File: src/rtl/intel_hex_record_encoder_core_assert.svh
// assertion macros shared by the intel hex encoder rtl
`ifndef INTEL_HEX_RECORD_ENCODER_CORE_ASSERT_SVH
`define INTEL_HEX_RECORD_ENCODER_CORE_ASSERT_SVH

`ifndef ASSERT_OFF
// checked only while out of reset
`define IHX_ASSERT_RST(name, clk, rst_n, prop, msg) \
    name: assert property (@(posedge clk) disable iff (!rst_n) prop) else $error(msg);
// checked at every clock edge
`define IHX_ASSERT_ALWAYS(name, clk, prop, msg) \
    name: assert property (@(posedge clk) prop) else $error(msg);
`else
`define IHX_ASSERT_RST(name, clk, rst_n, prop, msg)
`define IHX_ASSERT_ALWAYS(name, clk, prop, msg)
`endif

`endif

File: src/rtl/ihx_pkg.sv
// types, constants and character helpers of the intel hex encoder
package ihx_pkg;

    // configuration register indexes
    localparam logic [1:0] CFG_RECORD_LENGTH = 2'd0;
    localparam logic [1:0] CFG_LOAD_ADDRESS  = 2'd1;
    localparam logic [1:0] CFG_TOTAL_LENGTH  = 2'd2;

    localparam logic [7:0]  RECORD_LENGTH_RESET = 8'd16;
    localparam logic [15:0] LOAD_ADDRESS_RESET  = 16'd0;
    localparam logic [16:0] TOTAL_LENGTH_RESET  = 17'd256;

    // command queue
    localparam int QUEUE_DEPTH = 4;
    localparam int QUEUE_AW    = $clog2(QUEUE_DEPTH);

    // character steps of one command
    localparam logic [4:0] STEP_COLON    = 5'd0;
    localparam logic [4:0] STEP_COUNT_HI = 5'd1;
    localparam logic [4:0] STEP_COUNT_LO = 5'd2;
    localparam logic [4:0] STEP_ADDR_3   = 5'd3;
    localparam logic [4:0] STEP_ADDR_2   = 5'd4;
    localparam logic [4:0] STEP_ADDR_1   = 5'd5;
    localparam logic [4:0] STEP_ADDR_0   = 5'd6;
    localparam logic [4:0] STEP_TYPE_HI  = 5'd7;
    localparam logic [4:0] STEP_TYPE_LO  = 5'd8;
    localparam logic [4:0] STEP_DATA_HI  = 5'd9;
    localparam logic [4:0] STEP_DATA_LO  = 5'd10;
    localparam logic [4:0] STEP_CSUM_HI  = 5'd11;
    localparam logic [4:0] STEP_CSUM_LO  = 5'd12;
    localparam logic [4:0] STEP_NEWLINE  = 5'd13;
    localparam logic [4:0] STEP_EOF      = 5'd14;
    localparam logic [4:0] STEP_EOF_END  = 5'd25;

    localparam logic [6:0] CHAR_COLON   = 7'h3A;
    localparam logic [6:0] CHAR_ZERO    = 7'h30;
    localparam logic [6:0] CHAR_NEWLINE = 7'h0A;

    // one accepted byte, classified for the character sequencer
    typedef struct packed {
        logic        hdr;
        logic [7:0]  count;
        logic [15:0] addr;
        logic [7:0]  data;
        logic        close;
        logic [7:0]  csum;
        logic        eof;
    } cmd_t;

    function automatic logic [6:0] hex_char(input logic [3:0] nib);
        logic [6:0] c;
        if (nib < 4'd10)
            c = 7'h30 + {3'd0, nib};
        else
            c = 7'h37 + {3'd0, nib};
        return c;
    endfunction

    // end-of-file record text
    function automatic logic [6:0] eof_char(input logic [3:0] idx);
        logic [6:0] c;
        case (idx)
            4'd0:    c = CHAR_COLON;
            4'd8:    c = 7'h31;
            4'd9:    c = 7'h46;
            4'd10:   c = 7'h46;
            4'd11:   c = CHAR_NEWLINE;
            default: c = CHAR_ZERO;
        endcase
        return c;
    endfunction

endpackage

File: src/rtl/ihx_front.sv
// front stage: configuration registers, record bookkeeping and command build
module ihx_front (
    input  logic              clk,
    input  logic              rst_n,
    input  logic              cfg_valid,
    input  logic [1:0]        cfg_index,
    input  logic [16:0]       cfg_data,
    input  logic              accept,
    input  logic [7:0]        data_byte,
    output ihx_pkg::cmd_t     cmd
);
    import ihx_pkg::*;

    logic [7:0]  record_length_reg;
    logic [15:0] load_address_reg;
    logic [16:0] total_length_reg;

    logic [16:0] rem_reg;
    logic [15:0] addr_reg;
    logic [7:0]  pos_reg;
    logic [7:0]  sum_reg;
    logic [7:0]  cnt_reg;

    logic        start;
    logic [16:0] tl_eff;
    logic [16:0] rem_eff;
    logic [15:0] addr_eff;
    logic [7:0]  rl_eff;
    logic [7:0]  new_count;
    logic        hdr;
    logic [7:0]  pos_eff;
    logic [7:0]  sum_eff;
    logic [7:0]  cnt_eff;
    logic [7:0]  sum_base;
    logic [7:0]  sum_new;
    logic [8:0]  pos_inc;
    logic        eof;
    logic        close;

    always_comb
    begin
        start    = (rem_reg == 17'd0);
        tl_eff   = (total_length_reg == 17'd0) ? 17'd1 : total_length_reg;
        rem_eff  = start ? tl_eff : rem_reg;
        addr_eff = start ? load_address_reg : addr_reg;
        pos_eff  = start ? 8'd0 : pos_reg;
        sum_eff  = start ? 8'd0 : sum_reg;
        rl_eff   = (record_length_reg == 8'd0) ? 8'd1 : record_length_reg;
        new_count = (rem_eff < {9'd0, rl_eff}) ? rem_eff[7:0] : rl_eff;
        hdr      = (pos_eff == 8'd0);
        cnt_eff  = hdr ? new_count : cnt_reg;
        sum_base = hdr ? (new_count + addr_eff[15:8] + addr_eff[7:0]) : sum_eff;
        sum_new  = sum_base + data_byte;
        pos_inc  = {1'b0, pos_eff} + 9'd1;
        eof      = (rem_eff == 17'd1);
        close    = (pos_inc >= {1'b0, cnt_eff}) || eof;

        cmd.hdr   = hdr;
        cmd.count = new_count;
        cmd.addr  = addr_eff;
        cmd.data  = data_byte;
        cmd.close = close;
        cmd.csum  = ~sum_new + 8'd1;
        cmd.eof   = eof;
    end

    always_ff @(posedge clk or negedge rst_n)
    begin
        if (!rst_n)
        begin
            record_length_reg <= RECORD_LENGTH_RESET;
            load_address_reg  <= LOAD_ADDRESS_RESET;
            total_length_reg  <= TOTAL_LENGTH_RESET;
        end
        else if (cfg_valid)
        begin
            case (cfg_index)
                CFG_RECORD_LENGTH: record_length_reg <= cfg_data[7:0];
                CFG_LOAD_ADDRESS:  load_address_reg  <= cfg_data[15:0];
                CFG_TOTAL_LENGTH:  total_length_reg  <= cfg_data;
                default:           ;
            endcase
        end
    end

    always_ff @(posedge clk or negedge rst_n)
    begin
        if (!rst_n)
        begin
            rem_reg  <= 17'd0;
            addr_reg <= 16'd0;
            pos_reg  <= 8'd0;
            sum_reg  <= 8'd0;
            cnt_reg  <= 8'd0;
        end
        else if (accept)
        begin
            rem_reg  <= rem_eff - 17'd1;
            addr_reg <= addr_eff + 16'd1;
            pos_reg  <= close ? 8'd0 : pos_inc[7:0];
            sum_reg  <= close ? 8'd0 : sum_new;
            cnt_reg  <= cnt_eff;
        end
    end

endmodule

File: src/rtl/ihx_fifo.sv
// short command queue between front and back stages
`include "intel_hex_record_encoder_core_assert.svh"

module ihx_fifo (
    input  logic           clk,
    input  logic           rst_n,
    input  logic           push,
    input  ihx_pkg::cmd_t  push_cmd,
    output logic           full,
    input  logic           pop,
    output logic           head_valid,
    output ihx_pkg::cmd_t  head_cmd
);
    import ihx_pkg::*;

    localparam logic [QUEUE_AW:0] DEPTH = (QUEUE_AW + 1)'(QUEUE_DEPTH);

    cmd_t                mem [QUEUE_DEPTH];
    logic [QUEUE_AW-1:0] wr_ptr_reg;
    logic [QUEUE_AW-1:0] rd_ptr_reg;
    logic [QUEUE_AW:0]   count_reg;

    assign full       = (count_reg == DEPTH);
    assign head_valid = (count_reg != '0);
    assign head_cmd   = mem[rd_ptr_reg];

    always_ff @(posedge clk)
    begin
        if (push)
            mem[wr_ptr_reg] <= push_cmd;
    end

    always_ff @(posedge clk or negedge rst_n)
    begin
        if (!rst_n)
        begin
            wr_ptr_reg <= '0;
            rd_ptr_reg <= '0;
            count_reg  <= '0;
        end
        else
        begin
            if (push)
                wr_ptr_reg <= wr_ptr_reg + 1'b1;
            if (pop)
                rd_ptr_reg <= rd_ptr_reg + 1'b1;
            if (push && !pop)
                count_reg <= count_reg + 1'b1;
            else if (pop && !push)
                count_reg <= count_reg - 1'b1;
        end
    end

    `IHX_ASSERT_ALWAYS(a_count_bound, clk, !rst_n || (count_reg <= DEPTH), "queue overflow")
    `IHX_ASSERT_RST(a_no_pop_empty, clk, rst_n, pop |-> head_valid, "pop from empty queue")
    `IHX_ASSERT_RST(a_no_push_full, clk, rst_n, push |-> !full, "push into full queue")

endmodule

File: src/rtl/ihx_back.sv
// back stage: character sequencer with output register
`include "intel_hex_record_encoder_core_assert.svh"

module ihx_back (
    input  logic           clk,
    input  logic           rst_n,
    input  logic           cmd_valid,
    input  ihx_pkg::cmd_t  cmd,
    output logic           pop,
    output logic           out_valid,
    input  logic           out_ready,
    output logic [6:0]     out_char,
    output logic           is_last
);
    import ihx_pkg::*;

    logic       busy_reg;
    logic       busy_next;
    logic [4:0] step_reg;
    logic [4:0] step_next;
    logic       out_valid_reg;
    logic       out_valid_next;
    logic [6:0] out_char_reg;
    logic       is_last_reg;

    logic [4:0] cur_step;
    logic [4:0] eof_idx;
    logic [4:0] seq_step;
    logic       char_last;
    logic [6:0] char_val;
    logic       load;

    always_comb
    begin
        cur_step = busy_reg ? step_reg : (cmd.hdr ? STEP_COLON : STEP_DATA_HI);
        eof_idx  = cur_step - STEP_EOF;

        char_last = 1'b0;
        seq_step  = cur_step + 5'd1;
        case (cur_step)
            STEP_DATA_LO:
            begin
                if (cmd.close)
                    seq_step = STEP_CSUM_HI;
                else if (cmd.eof)
                    seq_step = STEP_EOF;
                else
                    char_last = 1'b1;
            end
            STEP_NEWLINE:
            begin
                if (cmd.eof)
                    seq_step = STEP_EOF;
                else
                    char_last = 1'b1;
            end
            STEP_EOF_END: char_last = 1'b1;
            default:      ;
        endcase

        case (cur_step) inside
            STEP_COLON:                char_val = CHAR_COLON;
            STEP_COUNT_HI:             char_val = hex_char(cmd.count[7:4]);
            STEP_COUNT_LO:             char_val = hex_char(cmd.count[3:0]);
            STEP_ADDR_3:               char_val = hex_char(cmd.addr[15:12]);
            STEP_ADDR_2:               char_val = hex_char(cmd.addr[11:8]);
            STEP_ADDR_1:               char_val = hex_char(cmd.addr[7:4]);
            STEP_ADDR_0:               char_val = hex_char(cmd.addr[3:0]);
            STEP_TYPE_HI, STEP_TYPE_LO: char_val = CHAR_ZERO;
            STEP_DATA_HI:              char_val = hex_char(cmd.data[7:4]);
            STEP_DATA_LO:              char_val = hex_char(cmd.data[3:0]);
            STEP_CSUM_HI:              char_val = hex_char(cmd.csum[7:4]);
            STEP_CSUM_LO:              char_val = hex_char(cmd.csum[3:0]);
            STEP_NEWLINE:              char_val = CHAR_NEWLINE;
            [STEP_EOF:STEP_EOF_END]:   char_val = eof_char(eof_idx[3:0]);
            default:                   char_val = CHAR_ZERO;
        endcase

        // output register takes a character when empty or being drained
        load = cmd_valid && (!out_valid_reg || out_ready);
        pop  = load && char_last;

        busy_next      = busy_reg;
        step_next      = step_reg;
        out_valid_next = out_valid_reg && !out_ready;
        if (load)
        begin
            out_valid_next = 1'b1;
            busy_next      = !char_last;
            step_next      = seq_step;
        end
    end

    always_ff @(posedge clk or negedge rst_n)
    begin
        if (!rst_n)
        begin
            busy_reg      <= 1'b0;
            step_reg      <= STEP_COLON;
            out_valid_reg <= 1'b0;
        end
        else
        begin
            busy_reg      <= busy_next;
            step_reg      <= step_next;
            out_valid_reg <= out_valid_next;
        end
    end

    always_ff @(posedge clk)
    begin
        if (load)
        begin
            out_char_reg <= char_val;
            is_last_reg  <= char_last;
        end
    end

    assign out_valid = out_valid_reg;
    assign out_char  = out_char_reg;
    assign is_last   = is_last_reg;

    `IHX_ASSERT_RST(a_busy_has_cmd, clk, rst_n, busy_reg |-> cmd_valid, "sequencer busy without command")
    `IHX_ASSERT_RST(a_step_range, clk, rst_n, busy_reg |-> (step_reg <= STEP_EOF_END), "step out of range")
    `IHX_ASSERT_RST(a_pop_marks_last, clk, rst_n, pop |=> (out_valid && is_last), "pop without last char")

endmodule

File: src/rtl/intel_hex_record_encoder_core.sv
// top level of the intel hex (i8hex) record encoder
//
// usage:
//   in channel  (in_valid/in_ready, data_byte): one raw data byte per transfer
//   out channel (out_valid/out_ready, out_char, is_last): one ascii character
//     per transfer, is_last high on the final character caused by one byte
//   cfg channel (cfg_valid/cfg_ready, cfg_index, cfg_data): index 0 record
//     length, 1 load address, 2 total length; always ready, write while idle
// a byte's first character reaches out through the queue write, then the
//   sequencer filling the output register
// the sequencer makes one character per cycle while a command waits and the
//   receiver takes it; a byte gives 2 characters, a record header 9 more, a
//   close 3, end-of-file 12: 2.75 characters per byte with 16-byte records
// the front takes bytes into a four-entry command queue while the back drains
//   it, so input keeps flowing while output is stalled until the queue fills
// reset: config returns to 16 / 0 / 256, no conversion is open, queue and
//   output register are empty
// receiver stall: the output register holds its character and the sequencer
//   waits; in_ready drops only once the queue is full
module intel_hex_record_encoder_core (
    input  logic        clk,
    input  logic        rst_n,
    input  logic        in_valid,
    output logic        in_ready,
    input  logic [7:0]  data_byte,
    output logic        out_valid,
    input  logic        out_ready,
    output logic [6:0]  out_char,
    output logic        is_last,
    input  logic        cfg_valid,
    output logic        cfg_ready,
    input  logic [1:0]  cfg_index,
    input  logic [16:0] cfg_data
);
    import ihx_pkg::*;

    cmd_t front_cmd;
    cmd_t head_cmd;
    logic queue_full;
    logic head_valid;
    logic in_xfer;
    logic pop;

    // byte transfer whenever the queue has room
    assign in_ready  = !queue_full;
    assign in_xfer   = in_valid && in_ready;
    assign cfg_ready = 1'b1;

    // classify the byte: header needed, close needed, end of conversion
    ihx_front u_front (
        .clk       (clk),
        .rst_n     (rst_n),
        .cfg_valid (cfg_valid),
        .cfg_index (cfg_index),
        .cfg_data  (cfg_data),
        .accept    (in_xfer),
        .data_byte (data_byte),
        .cmd       (front_cmd)
    );

    ihx_fifo u_fifo (
        .clk        (clk),
        .rst_n      (rst_n),
        .push       (in_xfer),
        .push_cmd   (front_cmd),
        .full       (queue_full),
        .pop        (pop),
        .head_valid (head_valid),
        .head_cmd   (head_cmd)
    );

    // expand one command into its characters
    ihx_back u_back (
        .clk       (clk),
        .rst_n     (rst_n),
        .cmd_valid (head_valid),
        .cmd       (head_cmd),
        .pop       (pop),
        .out_valid (out_valid),
        .out_ready (out_ready),
        .out_char  (out_char),
        .is_last   (is_last)
    );

endmodule
File: config.mk
export PLATFORM = sky130hd
export DESIGN_NAME = intel_hex_record_encoder_core
export DESIGN_NICKNAME = d
export VERILOG_FILES = /design/src/rtl/ihx_pkg.sv /design/src/rtl/ihx_front.sv /design/src/rtl/ihx_fifo.sv /design/src/rtl/ihx_back.sv /design/src/rtl/intel_hex_record_encoder_core.sv
export VERILOG_INCLUDE_DIRS = /design/src /design/src/rtl
export SDC_FILE = /design/constraint.sdc
export NUM_CORES = 1
export LEC_CHECK = 0
export ABC_CLOCK_PERIOD_IN_PS = 8100
export BUFFER_PORTS_ARGS = -buffer_cell sky130_fd_sc_hd__buf_2
export CAP_MARGIN = 10
export CELL_PAD_IN_SITES_DETAIL_PLACEMENT = 1
export CELL_PAD_IN_SITES_GLOBAL_PLACEMENT = 2
export CORE_MARGIN = 3
export CORE_UTILIZATION = 45
export CTS_BUF_LIST = sky130_fd_sc_hd__clkbuf_8
export DETAILED_ROUTE_END_ITERATION = 10
export MAX_ROUTING_LAYER = met4
export PLACE_DENSITY_LB_ADDON = 0.1
export SLEW_MARGIN = 20
export SYNTH_ARGS = -nofsm -noshare
export SYNTH_HDL_FRONTEND = slang
export SYNTH_SLANG_ARGS = --single-unit
File: constraint.sdc
create_clock -name clk -period 8.1 [get_ports clk]
set_input_delay 1.215 -clock clk [delete_from_list [all_inputs] [get_ports clk]]
set_output_delay 1.215 -clock clk [all_outputs]
set_load 0.03 [all_outputs]
Word level (Yosys, flattened, before mapping)
Memory sizes are Yosys's and may differ from the RTL's.
Index checks and enable logic that the tools add are counted.
{"block": "word_totals", "ff_bits": 120, "ramBits": 172, "in_bits": 32, "word_cells": 164, "memories": 1}
{"block": "op_classes", "addsub": 33, "n_lt_le_gt_ge": 14, "n_eq_ne": 22, "n_mux": 48, "n_bitwise": 1, "reduce_logical": 29}
{"name": "u_fifo.mem", "words": 4, "word_bits": 43, "read_ports": 1, "rd_clocked_by_memory_dff": 0, "write_ports": 1, "line_no": "ihx_fifo.sv:18", "rtl": "cmd_t mem [QUEUE_DEPTH];"}
{"op": "2-to-1 mux 7 bit", "n": 23}
{"op": "adder 6 x 4 -> 7 bit, first input constant", "n": 20}
{"op": "2-to-1 mux 8 bit", "n": 8}
{"op": "less-than comparator 4 bit, second input constant", "n": 10}
{"op": "zero test 17 bit", "n": 2}
{"op": "2-to-1 mux 17 bit", "n": 2}
{"op": "== test 5 x 4 -> 1 bit, second input constant", "n": 6}
{"op": "one-hot mux 7 bit (4 select lines)", "n": 1}
{"op": "adder 8 bit", "n": 3}
{"op": "== test 5 x 3 -> 1 bit, second input constant", "n": 4}
{"op": "== test 17 x 1 -> 1 bit, second input constant", "n": 1}
{"op": "less-than comparator 17 x 8 -> 1 bit", "n": 1}
{"op": "subtractor 17 x 1 -> 17 bit, second input constant", "n": 1}
{"op": "adder 16 x 1 -> 16 bit, second input constant", "n": 1}
{"op": "== test 4 bit, second input constant", "n": 4}
{"op": "zero test 8 bit", "n": 2}
{"op": "2-to-1 mux 16 bit", "n": 1}
{"op": "2-to-1 mux 5 bit", "n": 3}
{"op": "== test 5 x 2 -> 1 bit, second input constant", "n": 2}
{"op": "one-hot mux 5 bit (2 select lines)", "n": 1}
{"op": "adder 8 x 1 -> 9 bit, second input constant", "n": 1}
{"op": ">= comparator 9 x 8 -> 1 bit", "n": 1}
{"op": "adder 8 x 1 -> 8 bit, second input constant", "n": 1}
{"op": "NOT 8 bit", "n": 1}
{"op": "26 further kinds", "n": 47}

Depth between registers and ports, before layout
Gate-level depths: netlist of run 1.
An unclocked memory read counts as a cell.
{"block": "depth", "ltp_word": 20, "ltp_mapped": 34}

Modules after synthesis
Synthesis of run 1 repeated with hierarchy kept, for this count alone.
{"block": "hier_totals", "hier_cells": 1363, "area_unflattened_um2": 16071.7}
{"mod": "ihx_front", "n_inst": 1, "cells_each": 725, "area_each_um2": 6713.9}
{"mod": "ihx_fifo", "n_inst": 1, "cells_each": 259, "area_each_um2": 6660.1}
{"mod": "ihx_back", "n_inst": 1, "cells_each": 375, "area_each_um2": 2676.3}
{"mod": "intel_hex_record_encoder_core", "n_inst": 1, "cells_each": 4, "area_each_um2": 21.3}

Worst setup path after synthesis of run 1
Ideal clock, no wire load.
{"block": "synth_path", "kind": "register to register", "startpoint": "register u_front.rem_reg[14]", "endpoint": "register u_front.sum_reg[7]", "setup_time_ns": 0.104, "t_arrival_ns": 7.009, "setup_slack_ns": 0.988, "path_stages_with_launch": 30, "n_path_buf": 3, "synth_period_minus_slack_ns": 7.112, "cell_sequence": "dfrtp_1 > or4_4 > or4_1 > buf_6 > nor2_8 > buf_2 > a21oi_1 > inv_1 > ha_1 > a21o_1 > nand2_1 > nor4bb_1 > o21a_1 > o21ai_0 > clkbuf_1 > o21ai_0 > fa_1 > ha_1 > fa_1 > a21o_1 > a21oi_1 > xnor2_1 > o21ai_0 > ha_1 > o21a_1 > o31ai_1 > a21oi_1 > xor2_1 > xnor3_1 > o311ai_1"}
{"element": "start, declared", "line_no": "ihx_front.sv:18", "rtl": "logic [16:0] rem_reg;"}
{"element": "start signal, assigned", "line_no": "ihx_front.sv:98", "rtl": "rem_reg <= rem_eff - 17'd1;"}
{"element": "end signal, assigned", "line_no": "ihx_front.sv:101", "rtl": "sum_reg <= close ? 8'd0 : sum_new;"}
{"element": "end, declared", "line_no": "ihx_front.sv:21", "rtl": "logic [7:0] sum_reg;"}

==> summary.md, run 1 <==
| Metric | Value |
|---|---|
| TNS Setup | 0 ps |
| Syn avg cell area | 11.8 um2 |
| EDFF count, synth | 180 |
| Pwr Total | 8.03 mW |
| IO Pins | 43 |
| CP required | 8610 ps |
| Die H | 193 um |
| Num CTS Buffers | 49 |
| Final WS setup | 549 ps |
| Largest stage delay on the critical path | 670 ps |
| Largest family of logic cells by synthesized area | compound AO/OA/AOI/OAI gates |
| Fin Clk Skew | 29.0 ps |
| Clock period minus worst slack | 7550 ps |
| Setup crit start kind | register |
| XOR/XNOR Fraction of Synth Area | 3.77% |
| Reg2reg setup slack | 550 ps |
| Commonest non-fill, non-tap cell in the layout | edfxtp_1 |
| Max Clk Rate | 132 MHz |
| Final GP Congestion | 0.866 |
| Syn Std Cell Area | 0.0157 mm2 |
| Max reg flops | 172 |
| Status | finished clean |
| WP data arrival | 8060 ps |
| DR pass1 iterations | 5 |
| Fin crit share | 93.2% |
| Core ar. | 0.0340 mm2 |
| Worst-Margin Slew | 1050 ps |
| Net Switching | 3.42 mW |
| RSZ-0062 raised after global routing | false |
| Clk buf depth | 3 |
| Slew headroom | 30.0% |
| Grt ovf | 0 |
| Post-synth top area share | 34.4% |
| CP top delay family | compound AO/OA/AOI/OAI gates |
| Multiplexer share of the synthesized area | 10.8% |
| Initial DRC count | 541 |
| Area grow syn2layout | 10.9% |
| CTS Sinks | 292 |
| Clock power frac | 16.6% |
| Switching Share | 42.6% |
| Largest area contributor in the netlist | edfxtp_1 |
| Internal | 4.61 mW |
| Die W | 193 um |
| Nets | 1,494 |
| Mapped Cells | 1,334 |
| Vias | 10,800 |
| Critical-path top delay cell | or4_1 |
| WL/cell | 22.2 um |
| Critical path class | register to register |
| Vias in the first global route | 11,400 |
| Synthesized Nets | 1,432 |
| DP Wirelength | 29.8 mm |
| Antenna-violating nets left | 0 |
| Synth Flop Type | edfxtp_1 |
| Start point of the worst hold path | u_front.cnt_reg[0]$_DFFE_PN0P_ |
| Adder-Cell Fraction of Synth Area | 5.73% |
| Total GRT Usage | 24.0% |
| Antenna violations before repair | 0 |
| Yosys cell types | 83 |
| Hold Buf Count CTS | 0 |
| Register area share after synthesis | 52.3% |
| Root Buffer | clkbuf_8 |
| Remaining routing DRC violations | 0 |
| IO buf count | 41 |
| Final design utilization | 51.3% |
| First-pass GRT wire length | 66.0 mm |
| Synth area leaders | edfxtp_1 (34%), dfrtp_1 (18%), mux4_2 (6.2%), ha_1 (4.5%), nand2_1 (3.8%) |
| Simple-gate share of the synthesized area | 11.3% |
| Synth Area in Compound Gates | 12.5% |
| Finish-stage setup viols | 0 |
| Most frequent cells in the layout | edfxtp_1 (180), nand2_1 (160), dfrtp_1 (108) |
| Row count | 67 |
| H-tree Lvls | 2 |
| Hold WC Path Type | register to register |
| Final wirelength | 41.8 mm |
| Antenna Cells | 0 |
| Logic pwr share | 51.0% |
| Sequential power share | 32.4% |
| Vias per cell | 5.75 |
| Setup WS pre-CTS | 339 ps |
| Final Hold Vio Count | 0 |
| Pwr Density | 461 mW/mm2 |
| Die area | 0.0372 mm2 |
| CTS tree | done |
| Clk slew on worst S/H paths | 60 ps |
| Worst VDD drop | 0.189 mV |
| Crit path launch | u_front.rem_reg[14]$_DFFE_PN0P_ |
| Dpl cell area | 0.0164 mm2 |
| Total leakage power | 6.93 nW |
| Worst r2r src | u_front.rem_reg[14]$_DFFE_PN0P_ |
| Number of synthesis warnings | 0 |
| Max Slew Vio Count | 0 |
| Max-cap violations | 0 |
| Crit Path Max Fanout | 13 |
| Final instance area | 0.0174 mm2 |
| Yosys reg bits | 292 |
| Clk Latency, worst-skew pair | 630 ps |
| Share of synthesized flip-flops with an asynchronous set or reset | 38.4% |
| Worst path buffer plus inverter count | 4 |
| Initial Utilization | 46.3% |
| Layout cells sized above 1 | 17.9% |
| Largest net degree at the start of global routing | 82 |
| Crit path capture type | register |
## metrics by stage
stage | std cells | hold WS [ps]
finish | 1884 | 486
global route | 1884 | 515
CTS | 1884 | 488
detailed placement | 1793 | 475
global placement | 1793 | 465
floorplan | 1334 | 449
## path summary, 6_finish.rpt
kind | endpoint | cells after the start
max in group asynchronous | u_front.addr_reg[14]$_DFFE_PN0P_ | 2
min in group asynchronous | u_fifo.wr_ptr_reg[0]$_DFFE_PN0P_ | 1
worst min-delay path | u_front.cnt_reg[0]$_DFFE_PN0P_ | 2
worst max-delay path | u_front.sum_reg[7]$_DFFE_PN0P_ | 28
worst min register to register | u_front.cnt_reg[0]$_DFFE_PN0P_ | 2
worst max register to register | u_front.sum_reg[7]$_DFFE_PN0P_ | 28
## final cells by class
cell class | count | area (um2)
Clock inverter | 29 | 153
Multi-Input combinational cell | 899 | 6930
Timing Repair Buffer | 62 | 365
Tap cell | 448 | 561
Sequential cell | 292 | 8210
Inverter | 92 | 347
Fill cell | 3608 | 16500
Clock buffer | 62 | 853
## metal layers
layer  vias up  part of all wire (%)  GRT usage (%)
met5         -                     0              -
met4         0                   3.2           8.29
met3        83                   3.1           3.76
met2       166                    48           38.9
met1      5513                    45           30.8
li1       5062                     -              -
## Yosys cell counts, types with 6 or more instances
cell type and instances:
dfrtp_1 110, a211oi_1 8, o22ai_1 6, o31ai_4 8, o21a_1 11, nand3_1 30, nand4_1 6, nor3_1 22
nor2_1 65, nand2_1 161, a21o_1 9, nand3b_1 6, mux2_2 42, or3_1 6, nor4_1 9, a31oi_1 10
or4_1 8, buf_2 8, o31ai_1 7, xnor2_1 49, mux4_2 43, edfxtp_1 180, and3_1 13, nor2b_1 11
clkbuf_1 35, xor2_1 16, and2_1 10, a21oi_1 62, inv_1 91, ha_1 56, mux2i_1 25, o21ai_0 95
fa_1 10
## tightest hold or removal path, delay by kind of cell (launching register included)
kind | cells | cell delay, ps
DFF | 1 | 340
AOI/OAI and AO/OA | 1 | 60
and+or+nand+nor | 1 | 50
## cells by family (layout without fill, tap and decap cells)
family                   Yosys count  in the layout
AND/OR/NAND/NOR                  369            369
flip-flops                       292            292
AO/OA/AOI/OAI                    287            287
buffers and inverters            143            245
multiplexers                     110            110
adder cells (fa/ha/maj)           66             66
XOR/XNOR                          66             66
other                              1              1
## power groups by stage
stage               clock, mW  sequential, mW  combinational, mW
global placement            0            2.60               4.04
detailed placement          0            2.63               4.13
CTS                      1.37            2.61               4.15
finish                   1.33            2.60               4.10
global route             1.44            2.66               4.56
floorplan                   0            2.52               3.00
## what timing repair did
| item | CTS | global route |
|---|---|---|
| endpoints found under the setup margin | 0 | 5 |
| setup buffers | 0 | 0 |
| gates resized for setup | 0 | 2 |
Power figures use the tool's default switching activity.
==> run 2: changes to the inputs <==
--- a/config.mk
+++ b/config.mk
@@ -15,9 +15,11 @@
 export CORE_UTILIZATION = 45
 export CTS_BUF_LIST = sky130_fd_sc_hd__clkbuf_8
 export DETAILED_ROUTE_END_ITERATION = 10
+export GPL_TIMING_DRIVEN = 0
 export MAX_ROUTING_LAYER = met4
 export PLACE_DENSITY_LB_ADDON = 0.1
 export SLEW_MARGIN = 20
 export SYNTH_ARGS = -nofsm -noshare
 export SYNTH_HDL_FRONTEND = slang
+export SYNTH_HIERARCHICAL = 1
 export SYNTH_SLANG_ARGS = --single-unit
==> summary.md, run 2 <==
| Metric | Value |
|---|---|
| Status | finished clean |
| Syn Std Cell Area | 0.0161 mm2 (+2.3%) |
| Fin crit share | 93.6% (+0.35 points) |
| Largest net degree at the start of global routing | 86 (+4.9%) |
| Reg2Reg Depth | 31 (+11%) |
| CTS Sinks | 292 (unchanged) |
| Hold WC Path Type | primary input to asynchronous set/reset pin |
| Register area share after synthesis | 51.1% (-1.2 points) |
| Switching Share | 43.2% (+0.57 points) |
| EDFF count, synth | 180 (unchanged) |
| Worst path buffer plus inverter count | 5 (+1) |
| WP data arrival | 7930 ps (-130 ps) |
| Total GRT Usage | 24.8% (+0.82 points) |
| Synth Flop Type | edfxtp_1 |
| Critical path class | register to register |
| Post-synth top area share | 33.6% (-0.77 points) |
| Clk buf depth | 3 (unchanged) |
| Crit Path Max Fanout | 10 (-3) |
| Commonest non-fill, non-tap cell in the layout | edfxtp_1 |
| Internal | 4.73 mW (+2.6%) |
| Finish-stage setup viols | 0 (unchanged) |
| Final instance area | 0.0180 mm2 (+3.4%) |
| CTS tree | done |
| CP top delay family | compound AO/OA/AOI/OAI gates |
| Largest area contributor in the netlist | edfxtp_1 |
| Synthesized Nets | 1,459 (+1.9%) |
| Clk slew on worst S/H paths | 70 ps (about the same) |
| WL/cell | 23.2 um (+4.4%) |
| Grt met2 use | 42.7% (+3.8 points) |
| Multi-input logic area | 0.00719 mm2 (+3.7%) |
| Final GP Congestion | 0.898 (+3.6%) |
| Fin Clk Skew | 21.1 ps (-7.84 ps) |
| Worst VDD drop | 0.176 mV (-7.2%) |
| Crit path capture type | register |
| Final wirelength | 45.3 mm (+8.5%) |
| Max Slew Vio Count | 0 (unchanged) |
| Initial DRC count | 653 (+21%) |
| Critical-path top delay cell | fa_2 |
| Final design utilization | 51.7% (+0.35 points) |
| Clock period minus worst slack | 7580 ps (+28.4 ps) |
| Total leakage power | 7.04 nW (+1.6%) |
| Most frequent cells in the layout | edfxtp_1 (180), nand2_1 (123), dfrtp_1 (110) |
| Layout cells sized above 1 | 20.3% (+2.4 points) |
| Pwr Density | 462 mW/mm2 (+0.17%) |
| CP required | 8450 ps (-160 ps) |
| Num CTS Buffers | 51 (+4.1%) |
| Initial Utilization | 46.1% (-0.21 points) |
| Vias in the first global route | 12,300 (+7.9%) |
| RSZ-0062 raised after global routing | false |
| IO buf count | 41 (unchanged) |
| Syn avg cell area | 11.8 um2 (+0.11%) |
| Fillers | 3,744 (+3.8%) |
| First-pass GRT wire length | 71.2 mm (+7.9%) |
| M1 GR Usage | 30.5% (-0.29 points) |
| Die H | 195 um (+1.1%) |
| Die W | 195 um (+1.1%) |
| Share of synthesized flip-flops with an asynchronous set or reset | 38.4% (unchanged) |
| Yosys cell types | 96 (+16%) |
| Antenna-violating nets left | 0 (unchanged) |
| Clock power frac | 16.3% (-0.3 points) |
| Sequential standard cell area | 0.00821 mm2 (about the same) |
| Area grow syn2layout | 12.1% |
| Remaining routing DRC violations | 0 (unchanged) |
| Max-cap violations | 0 (unchanged) |
| Sequential power share | 30.1% (-2.3 points) |
| Logic pwr share | 53.6% (+2.6 points) |
| Vias per cell | 5.79 (+0.75%) |
| Yosys reg bits | 292 (unchanged) |
| Core ar. | 0.0349 mm2 (+2.7%) |
| Final Hold Vio Count | 0 (unchanged) |
| Pwr Total | 8.32 mW (+3.6%) |
| Antenna violations before repair | 0 (unchanged) |
| Met3 usage | 3.80% (+0.036 points) |
| Critical path depth | 31 (+11%) |
| Mapped Cells | 1,363 (+2.2%) |
| Hold Buf Count CTS | 0 (unchanged) |
| Synth area leaders | edfxtp_1 (34%), dfrtp_1 (17%), mux4_2 (5.3%), ha_1 (4.2%), mux2_2 (4.1%) |
| Final Non-Filler Cells | 1,958 (+3.9%) |
| Net Switching | 3.59 mW (+5.0%) |
| Antenna Cells | 0 (unchanged) |
| Nets | 1,556 (+4.1%) |
| Root Buffer | clkbuf_8 |
| TNS Setup | 0 ps (unchanged) |
| Vias | 11,300 (+4.7%) |
| GRT Max-Usage Layer | met2 |
| Grt ovf | 0 (unchanged) |
| Die area | 0.0380 mm2 (+2.2%) |
| Largest stage delay on the critical path | 550 ps (-120 ps) |
| Clk Latency, worst-skew pair | 620 ps (about the same) |
| DP Wirelength | 33.3 mm (+12%) |
| Slew headroom | 19.4% (-11 points) |
| IO Pins | 43 (unchanged) |
| H-tree Lvls | 2 (unchanged) |
| Most frequent cells after synthesis | edfxtp_1 (180), nand2_1 (123), dfrtp_1 (110) |
| # placed instances | 1,860 (+3.7%) |
| Row count | 68 (+1.5%) |
| Max Clk Rate | 132 MHz (-0.38%) |
| Number of synthesis warnings | 6 (+6) |
| Dpl cell area | 0.0169 mm2 (+2.9%) |
| Setup crit start kind | register |
| Worst-Margin Slew | 1200 ps (+148 ps) |
| DR pass1 iterations | 5 (unchanged) |
| Max reg flops | 172 (unchanged) |
| Most common cell in the netlist | edfxtp_1 |
-- run 2: logic make-up (layout without fill, tap and decap cells) --
family          Yosys count  after routing  share of synthesized area, %
flops                   292            292                          51.1
simple gates            358            358                          11.2
mux                     121            121                          11.5
compound gates          308            308                          12.5
other cells               1              1                        0.0233
fa+ha+maj                64             64                          5.45
xor+xnor                 62             62                          3.55
buf+inv                 157            297                          4.72
-- run 2: repair_timing --
item	CTS	global route
endpoints found under the hold margin	0	0
cloned	0	0
endpoints found under the setup margin	13	17
pin swaps	0	1
setup buffers	0	2
resized for setup	12	14
-- run 2: area by class of cell --
cell class	instances	area share (%)
clock inverter	41	1.46
clock buffer	55	4.20
multi-input combinational	914	39.9
timing repair buffer	44	1.43
inverter	90	1.87
sequential	292	45.6
tap	455	3.16
buffer	67	2.42
-- run 2: layer usage --
metal / wire, um / up-vias
met2: 23300 / 225
met1: 19300 / 5771
met4: 1100 / 0
met5: 0 / -
met3: 1620 / 75
li1: - / 5262
-- run 2: power by group through the flow --
stage | combinational [mW] | clock (mW) | sequential (mW)
detailed placement | 4.37 | 0 | 2.53
finish | 4.46 | 1.36 | 2.50
floorplan | 3.12 | 0 | 2.49
CTS | 4.43 | 1.41 | 2.50
global route | 4.91 | 1.48 | 2.55
global placement | 4.26 | 0 | 2.51
-- run 2: worst paths after layout --
| kind | from | to | slack [ps] |
|---|---|---|---|
| max | u_front/rem_reg[11]$_DFFE_PN0P_ | u_fifo/mem[1][8]$_DFFE_PP_ | 520 |
| min | rst_n | u_back/out_valid$_DFF_PN0_ | 470 |
| max reg2reg | u_front/rem_reg[11]$_DFFE_PN0P_ | u_fifo/mem[1][8]$_DFFE_PP_ | 520 |
| min reg2reg | u_fifo/count_reg[2]$_DFFE_PN0P_ | u_fifo/count_reg[2]$_DFFE_PN0P_ | 500 |
| max in group asynchronous | rst_n | u_front/total_length_reg[8]$_DFFE_PN1P_ | 6860 |
| min in group clk | u_fifo/count_reg[2]$_DFFE_PN0P_ | u_fifo/count_reg[2]$_DFFE_PN0P_ | 500 |
-- run 2: per-stage QoR --
step / hold slack [ps] / setup slack, ps
after floorplan: 449 / 1240
after global placement: 467 / -449
after detailed placement: 487 / -544
after CTS: 414 / 38.3
after global routing: 435 / 19.3
final: 468 / 521
==> run 3: changes to the inputs <==
--- a/config.mk
+++ b/config.mk
@@ -15,7 +15,7 @@
 export CORE_UTILIZATION = 45
 export CTS_BUF_LIST = sky130_fd_sc_hd__clkbuf_8
 export DETAILED_ROUTE_END_ITERATION = 10
-export GPL_TIMING_DRIVEN = 0
+export GPL_TIMING_DRIVEN = 1
 export MAX_ROUTING_LAYER = met4
 export PLACE_DENSITY_LB_ADDON = 0.1
 export SLEW_MARGIN = 20
==> summary.md, run 3 (same netlist as run 2, synthesis figures left out) <==
| Metric | Value |
|---|---|
| Commonest non-fill, non-tap cell in the layout | edfxtp_1 |
| Setup WS pre-CTS | 530 ps (+1070 ps) |
| Final GP Congestion | 0.906 (+0.88%) |
| H-tree Lvls | 2 (unchanged) |
| Initial Utilization | 46.1% (unchanged) |
| Final WS setup | 635 ps (+114 ps) |
| Vias in the first global route | 11,800 (-4.0%) |
| Most frequent cells in the layout | edfxtp_1 (180), nand2_1 (123), dfrtp_1 (108) |
| Max reg flops | 172 (unchanged) |
| Die W | 195 um (unchanged) |
| Max Clk Rate | 134 MHz (+1.5%) |
| Row count | 68 (unchanged) |
| Max-cap violations | 0 (unchanged) |
| Final hold slack | 486 ps (+17.8 ps) |
| DR pass1 iterations | 5 (unchanged) |
| Antenna-violating nets left | 0 (unchanged) |
| Pwr Density | 459 mW/mm2 (-0.61%) |
| Max Slew Vio Count | 0 (unchanged) |
| Hold WC Path Type | register to register |
| Largest net degree at the start of global routing | 61 (-29%) |
| Fin Clk Skew | 25.5 ps (+4.40 ps) |
| Core ar. | 0.0349 mm2 (unchanged) |
| Setup crit start kind | register |
| Vias per cell | 5.78 (about the same) |
| Critical R2R Capture | u_fifo/mem[3][8]$_DFFE_PP_ |
| Critical path class | register to register |
| Slew headroom | 28.0% (+8.6 points) |
| IO buf count | 41 (unchanged) |
| Worst-Margin Slew | 1070 ps (-126 ps) |
| Pwr Total | 8.10 mW (-2.7%) |
| Finish-stage setup viols | 0 (unchanged) |
| CP required | 8510 ps (+60 ps) |
| Nets | 1,515 (-2.6%) |
| Vias | 11,100 (-2.4%) |
| Critical-path top delay cell | or4_1 |
| CTS Sinks | 292 (unchanged) |
| Clock period minus worst slack | 7470 ps (-114 ps) |
| TNS Setup | 0 ps (unchanged) |
| Final Hold Vio Count | 0 (unchanged) |
| WP data arrival | 7870 ps (-60 ps) |
| Reg2Reg Depth | 26 (-16%) |
| IO Pins | 43 (unchanged) |
| Worst r2r src | u_front/rem_reg[13]$_DFFE_PN0P_ |
| First-pass GRT wire length | 68.1 mm (-4.4%) |
| Crit path capture type | register |
| Die H | 195 um (unchanged) |
| Final wirelength | 42.9 mm (-5.4%) |
| Die area | 0.0380 mm2 (unchanged) |
| Root Buffer | clkbuf_8 |
| DP Wirelength | 30.5 mm (-8.6%) |
| Total GRT Usage | 23.6% (-1.2 points) |
| Antenna Cells | 0 (unchanged) |
| Clk slew on worst S/H paths | 60 ps (about the same) |
| Reg2reg setup slack | 630 ps (+110 ps) |
| Critical Path Sink | u_fifo/mem[3][8]$_DFFE_PP_ |
| Layout cells sized above 1 | 19.2% (-1.1 points) |
| Fin crit share | 92.2% (-1.4 points) |
| CTS tree | done |
| Status | finished clean |
| Crit Path Max Fanout | 12 (+2) |
| Num CTS Buffers | 50 (-2.0%) |
| Remaining routing DRC violations | 0 (unchanged) |
| Most used cell, CP | ha_1 |
| Crit path launch | u_front/rem_reg[13]$_DFFE_PN0P_ |
| Clk buf depth | 3 (unchanged) |
| WL/cell | 22.4 um (-3.1%) |
| Worst VDD drop | 0.270 mV (+53%) |
| RSZ-0062 raised after global routing | false |
| Post-CTS setup buffer count | 0 (unchanged) |
| Total leakage power | 6.90 nW (-2.0%) |
| Largest stage delay on the critical path | 680 ps (+130 ps) |
| Area grow syn2layout | 9.79% |
| Antenna violations before repair | 0 (unchanged) |
| Initial DRC count | 513 (-21%) |
| Clk Latency, worst-skew pair | 630 ps (about the same) |
| Grt ovf | 0 (unchanged) |
[run 3: how the worst min path moves through the flow]
| stage | endpoint | from | cells past startpoint |
|---|---|---|---|
| floorplan | u_fifo/count_reg[2]$_DFFE_PN0P_ | u_fifo/count_reg[2]$_DFFE_PN0P_ | 1 |
| global route | u_front/sum_reg[1]$_DFFE_PN0P_ | u_front/sum_reg[1]$_DFFE_PN0P_ | 1 |
| CTS | u_front/cnt_reg[1]$_DFFE_PN0P_ | u_front/cnt_reg[1]$_DFFE_PN0P_ | 2 |
| finish | u_fifo/count_reg[2]$_DFFE_PN0P_ | u_fifo/count_reg[2]$_DFFE_PN0P_ | 1 |
| global placement | u_fifo/count_reg[2]$_DFFE_PN0P_ | u_fifo/count_reg[2]$_DFFE_PN0P_ | 1 |
| detailed placement | u_front/cnt_reg[1]$_DFFE_PN0P_ | u_front/cnt_reg[1]$_DFFE_PN0P_ | 2 |
[run 3: stage by stage]
step                instances  instance area, um2  util (%)
floorplan                1363               16100         -
CTS                      1913               17600      50.6
global placement         1822               16700      47.8
global route             1913               17600      50.6
finish                   1913               17600      50.6
detailed placement       1822               16700      47.8
[run 3: final cells by class]
| type | instances | area, um2 |
|---|---|---|
| Fill cell | 3741 | 17200 |
| Timing Repair Buffer | 71 | 433 |
| Clock buffer | 55 | 757 |
| Clock inverter | 36 | 211 |
| Multi-Input combinational cell | 914 | 7120 |
| Inverter | 90 | 338 |
| Sequential cell | 292 | 8210 |
| Tap cell | 455 | 569 |
[run 3: layer usage]
metal  up-vias  global-route usage [%]  share of wire [%]
met5         -                       -                  0
met4         0                    8.32                3.1
met3        76                    3.90                3.4
met2       193                    38.2                 49
met1      5625                    30.3                 44
li1       5170                       -                  -
[run 3: what timing repair did]
item | CTS | global route
setup endpoints to repair | 0 | 6
hold buffers | 0 | 0
resized for setup | 0 | 1
[run 3: critical path, delay by kind of cell (launching register included)]
kind | cells | cell delay [ps]
flip-flops | 1 | 430
XOR/XNOR | 2 | 480
buffers and inverters | 2 | 180
AO/OA/AOI/OAI | 8 | 1820
adder cells (fa/ha/maj) | 5 | 1680
multiplexers | 1 | 330
AND/OR/NAND/NOR | 8 | 2310
[run 3: power by group]
part / switching (mW) / internal (mW) / total, mW
clock: 0.626 / 0.690 / 1.32
sequential: 0.274 / 2.28 / 2.55
combinational: 2.61 / 1.62 / 4.23
